## src/hw/rtl/fbfl_pkg.sv

```systemverilog
`timescale 1ns / 1ps
// Shared types and constants for the fixed-block free-list allocator.
// No dependencies; imported by every module of the block except fbfl_ram.
package fbfl_pkg;

  localparam int NUM_BLOCKS_DEF = 1024;
  localparam int MAX_COUNT      = 1024;

  localparam int COUNT_W    = 11;
  localparam int INDEX_W    = 10;
  localparam int SIZE_W     = 17;
  localparam int ADDR_W     = 32;
  localparam int LINK_W     = 11;
  localparam int CFG_IDX_W  = 2;
  localparam int CFG_DATA_W = 32;
  localparam int PROD_W     = INDEX_W + SIZE_W;

  localparam logic [LINK_W-1:0]  END_MARK  = '1;
  localparam logic [COUNT_W-1:0] USED_MAX  = '1;
  localparam logic [SIZE_W-1:0]  SIZE_RST  = 17'd64;

  localparam logic [CFG_IDX_W-1:0] REG_BLOCK_COUNT  = 2'd0;
  localparam logic [CFG_IDX_W-1:0] REG_BLOCK_SIZE   = 2'd1;
  localparam logic [CFG_IDX_W-1:0] REG_BASE_ADDRESS = 2'd2;

  typedef enum logic [1:0] {
    STATUS_OK    = 2'd0,
    STATUS_EMPTY = 2'd1,
    STATUS_RANGE = 2'd2
  } status_t;

  typedef enum logic [1:0] {
    FSM_CLEAR,
    FSM_IDLE,
    FSM_EXEC
  } fsm_state_t;

  // controller -> datapath
  typedef struct packed {
    logic accept;     // item taken this cycle
    logic clr_write;  // write one link entry of the rebuild pass
    logic exec_done;  // finish the item, load the result register
  } ctl_cmd_t;

  // datapath -> controller
  typedef struct packed {
    logic count_wr;   // block_count written, rebuild restarts
    logic clr_last;   // current rebuild entry is the last block
    logic out_free;   // result register can take a new item
  } dp_status_t;

endpackage

```

## src/hw/rtl/fbfl_ctrl.sv

```systemverilog
`timescale 1ns / 1ps
// Controller: sequences list rebuild, item accept and result hand-off.
// Depends on fbfl_pkg.
module fbfl_ctrl (
  input  logic                 clk,
  input  logic                 rst,
  input  logic                 req_valid,
  output logic                 req_stall,
  input  fbfl_pkg::dp_status_t sts,
  output fbfl_pkg::ctl_cmd_t   cmd
);
  import fbfl_pkg::*;

  fsm_state_t state, state_next;

  always_ff @(posedge clk) begin
    if (rst) begin
      state <= FSM_CLEAR;
    end else begin
      state <= state_next;
    end
  end

  always_comb begin
    state_next = state;
    if (sts.count_wr) begin
      state_next = FSM_CLEAR;
    end else begin
      unique case (state)
        FSM_CLEAR: if (sts.clr_last) state_next = FSM_IDLE;
        FSM_IDLE:  if (req_valid) state_next = FSM_EXEC;
        FSM_EXEC:  if (sts.out_free) state_next = FSM_IDLE;
        default:   state_next = FSM_CLEAR;
      endcase
    end
  end

  always_comb begin
    req_stall     = 1'b1;
    cmd.accept    = 1'b0;
    cmd.clr_write = 1'b0;
    cmd.exec_done = 1'b0;
    unique case (state)
      FSM_CLEAR: cmd.clr_write = 1'b1;
      FSM_IDLE: begin
        req_stall  = 1'b0;
        cmd.accept = req_valid;
      end
      FSM_EXEC:  cmd.exec_done = sts.out_free;
      default: ;
    endcase
  end

endmodule

```

## config.mk

```make
export PLATFORM = sky130hd
export DESIGN_NAME = fbfl_ctrl
export DESIGN_NICKNAME = d
export VERILOG_FILES = /design/src/hw/rtl/fbfl_pkg.sv /design/src/hw/rtl/fbfl_ctrl.sv
export SDC_FILE = /design/constraint.sdc
export NUM_CORES = 1
export LEC_CHECK = 0
export BUFFER_PORTS_ARGS = -buffer_cell sky130_fd_sc_hd__buf_4
export CORE_AREA = 2 2 39 41
export DETAILED_ROUTE_END_ITERATION = 12
export DIE_AREA = 0 0 41 43
export GPL_ROUTABILITY_DRIVEN = 1
export PLACE_DENSITY = 0.39
export SETUP_SLACK_MARGIN = 0.3
export SLEW_MARGIN = 20
export SYNTH_ARGS = -nofsm -noshare
export SYNTH_HDL_FRONTEND = slang
export SYNTH_SLANG_ARGS = --single-unit
```

## constraint.sdc

```tcl
create_clock -name clk -period 2.7 [get_ports clk]
set_input_delay 0.135 -clock clk [delete_from_list [all_inputs] [get_ports clk]]
set_output_delay 0.135 -clock clk [all_outputs]
set_load 0.005 [all_outputs]
```

Yosys cells after proc, flatten, opt, wreduce, memory -nomap -nowiden

Index checks and enable logic that the tools add are counted.

Equal/unequal tests: 5
Muxes and demuxes: 8
Reductions and logical operators: 3

Operators with widths:

| operator             | number |
|---|---|
| $mux W2              | 3 |
| $ne A2 B2 Y1 const B | 3 |
| $pmux W2 S3          | 1 |
| $mux W1              | 4 |
| $reduce_and A3 Y1    | 1 |
| $eq A2 B1 Y1 const B | 1 |
| $eq A2 B2 Y1 const B | 1 |
| $logic_not A2 Y1     | 1 |
| $reduce_or A2 Y1     | 1 |

Flip-flop bits (word level): 2
Logic and storage cells: 17
Input bits: 6

Longest topological paths before layout

Word-level depth: 3
Depth in mapped cells: 2
Depth with buffers taken out: 2

Worst setup path before layout

OpenSTA, ideal clock, no wires.

Kind: reg2reg
From: register state[1]
To: register state[0]
Stages on the path, launching flop included: 3
Data required time: 2.584 ns
Period minus slack after synthesis: 0.990 ns
Slack: 1.710 ns
Arrival time: 0.873 ns
Cell sequence: dfxtp_1 > mux2_4 > o211a_1

Longest elaborated chain between the ends: 3
Elaborated cells on any way between the ends: 8
Classes of those cells: eq/ne: 5; mux: 1; reduce/logical: 2

Ends and longest elaborated chain:

| what                                 | line            | text |
|---|---|---|
| from (decl)                          | fbfl_ctrl.sv:14 | `fsm_state_t state, state_next;` |
| from (signal assigned)               | fbfl_ctrl.sv:20 | `state <= state_next;` |
| $eq A2 B2 Y1 (tied with other cells) | fbfl_ctrl.sv:29 | `unique case (state)` |
| $ne A2 B2 Y1 (no line)               | -               |  |
| $reduce_and A3 Y1 (no line)          | -               |  |

Parallel ways exist; a longest one is shown, timed or not.
A chain may end at the register's enable or synchronous reset.

==> impl_results.md <==
- Status: completed
- Chip Width: a little over 40 um
- CP peak stage delay: ~400 ps
- Routability cong.: 0.610
- Post-Syn Nets: 19
- Largest registers: state: 2 flops
- Largest net degree at the start of global routing: 8
- Hold_ws: approximately 170 ps
- DP Cell Count: 38
- Crit end category: primary output
- Initial Utilization: slightly above 8%
- Routed vias: roughly 130
- CP startpoint kind: register
- Logic gate share of total power: 13.0%
- Share of cells above drive strength 1: a little over half
- Final setup viols: 0
- Worst hold path type: in -> reg
- # Post-CTS Setup Buffers: 0
- Hold path startpoint: rst
- Vias in the first global route: 120
- Worst reg2reg path depth: 2
- Layout area overhead: 95.7%
- Antenna cells: 0
- Max reg flops: 2
- Detailed Routing Iterations Pass 1: 2
- Post-synth top cells: nor2_1, dfxtp_1
- Largest Register: state
- Switching power: 21.8 uW
- Asr flop ratio synth: 0%
- Fmax: roughly 900 MHz
- Maximum VDD drop: 162 uV
- Synth top area share: 34.8%
- CP max-delay cell: dfxtp_1
- CTS tree: built
- Clk slew on worst S/H paths: 30 ps
- Reg2reg start: state[1]
- Post-synth EDFFs: 0
- Worst hold stages: 3
- FF-to-FF End: state[0]
- Avg WL per Cell: approximately 8.0 um
- Initial antenna violation count: 0
- CP Cell Sequence: and3b_1 -> buf_4
- PD cells: around 500 nW/um^2
- Final nets: 33
- Worst Skew: ~2.2 ps
- Buffers on Ports: 9
- Io pins: 10
- Hold Fails Final Rpt: 0
- CTS Buf Count: 3
- Count leader, synth: nor2_1
- Multi-input gate area: 75.1 um^2
- Hold worst-path end: state[1]
- Synth warnings: 0
- Crit path kind: reg -> out
- Mean area per synthesized cell: around 8.9 um^2
- Total wire length: approximately 330 um
- WP data arrival: 1000 ps
- Max Cap Viol: 0
- Clk_lat worst skew: approximately 220 ps
- Post-synthesis sequential area ratio: around a third
- FP Rows: 14
- Tmin final: between 1000 and 1500 ps
- Post-cts sizing count: 0
- RSZ-0062 raised after global routing: false
- Top FF cell, synth: dfxtp_1
- Vert. Die Dim: between 40 and 50 um
- Fin. max-slew vios: 0
- Crit path buf inv count: 1
- CTS root buf: clkbuf_4
- Grt ovf: 0
- Htree depth: 1
- Static Leak: around 0.11 nW
- Synth Cell Area: between 100 and 150 um^2
- DIE AREA: between 1500 and 2000 um^2
- CTS max path bufs: 2
- #FFs+latches synth: 2
- Normalized max-slew margin: 86.3%
- Slew @ Worst Pin: 206 ps
- CP delay by family, top: flip-flops
- Main area contributors after synthesis: dfxtp_1, mux2_4, nor2_1
- Total global-route track usage: around 4.7%
- Final Cycle Share: 42.2%
- Sequential fraction of design power: between 20% and 30%
- Total Power: 112 uW
- Switching share of total power: 19.5%
- Core area: between 1000 and 1500 um^2
- Seq. cell area: roughly 40 um^2
- Number of vias per cell: approximately 3.1
- Final setup TNS: 0 ps
- Worst path required time: about 2600 ps
- Post-route insts no fill: 41
- R2r setup slk: between 1500 and 2000 ps
- Post-DRT Antenna Nets: 0
- 1st-iter DRT viols: 2
- Post-synth top area cell: dfxtp_1
- Clock sink count: 2
- # fillers: approximately 160
- Worst-path maximum fanout: 7
- Cell count after synthesis: 13
- Unique cell type count in the Yosys netlist: 10
- Cell-internal power: about 90 uW
- First-pass GRT wire length: ~500 um
- DR DRC count: 0
- # hold bufs at CTS: 0
- Clock Power Share: ~58%
## tightest hold or removal path, delay by kind of cell
kind	cells	cell delay (ps)
AOI/OAI and AO/OA	1	90
buffers and inverters	1	80
and+or+nand+nor	1	40
## final cells by class
class                      count  share of cell area [%]
clock buffer                   3                    10.0
multi-input combinational     11                    33.3
sequential                     2                    17.8
tap                           16                    8.89
timing repair buffer           9                    30.0
## placed cells by master, fill, tap and decap left out
cell type,n
buf_4,9
nor2_1,3
clkbuf_4,3
dfxtp_1,2
nand2b_1,1
and3b_1,1
nand2_1,1
nor3b_1,1
o21a_1,1
mux2_4,1
o21ai_0,1
o211a_1,1
## how the worst max path moves through the flow
stage / start / to / slack [ps] / cells past startpoint
global route: state[1] / cmd[2] / 1490 / 2
detailed placement: state[1] / state[0] / 1650 / 2
CTS: state[1] / cmd[2] / 1540 / 2
finish: state[1] / cmd[2] / 1560 / 2
floorplan: state[1] / state[0] / 1710 / 2
global placement: state[1] / state[0] / 1690 / 2
## power by group through the flow
stage	Clock [mW]	Sequential (mW)	Combinational (mW)
after floorplan	0	0.0323	0.00464
after global placement	0	0.0325	0.0142
after detailed placement	0	0.0327	0.0147
after CTS	0.0692	0.0323	0.0147
after global routing	0.0710	0.0328	0.0159
final	0.0647	0.0323	0.0145
## cells by family (layout without fill, tap and decap cells)
kind of cell    Yosys count  in the layout  share of synthesized area (%)
simple gates              7              7                           32.6
mux                       1              1                           13.0
flops                     2              2                           34.8
compound gates            3              3                           19.6
buf+inv                   0             12                              0
## layer usage
metal / share of wire [%] / global-route usage (%) / vias to the layer above
met2: 26 / 2.81 / 10
met3: 17 / 4.71 / 0
met4: 0 / 4.00 / 0
met5: 0 / 0 / -
li1: - / - / 70
met1: 56 / 7.37 / 48
## through the flow
step	setup WS (ps)	util, %	instance area, um^2
after global routing	1490	16.3	225
final	1560	16.3	225
after global placement	1690	14.6	203
after detailed placement	1650	14.6	203
after CTS	1540	16.3	225
after floorplan	1710	-	115
(Power assumes the default switching activity.)
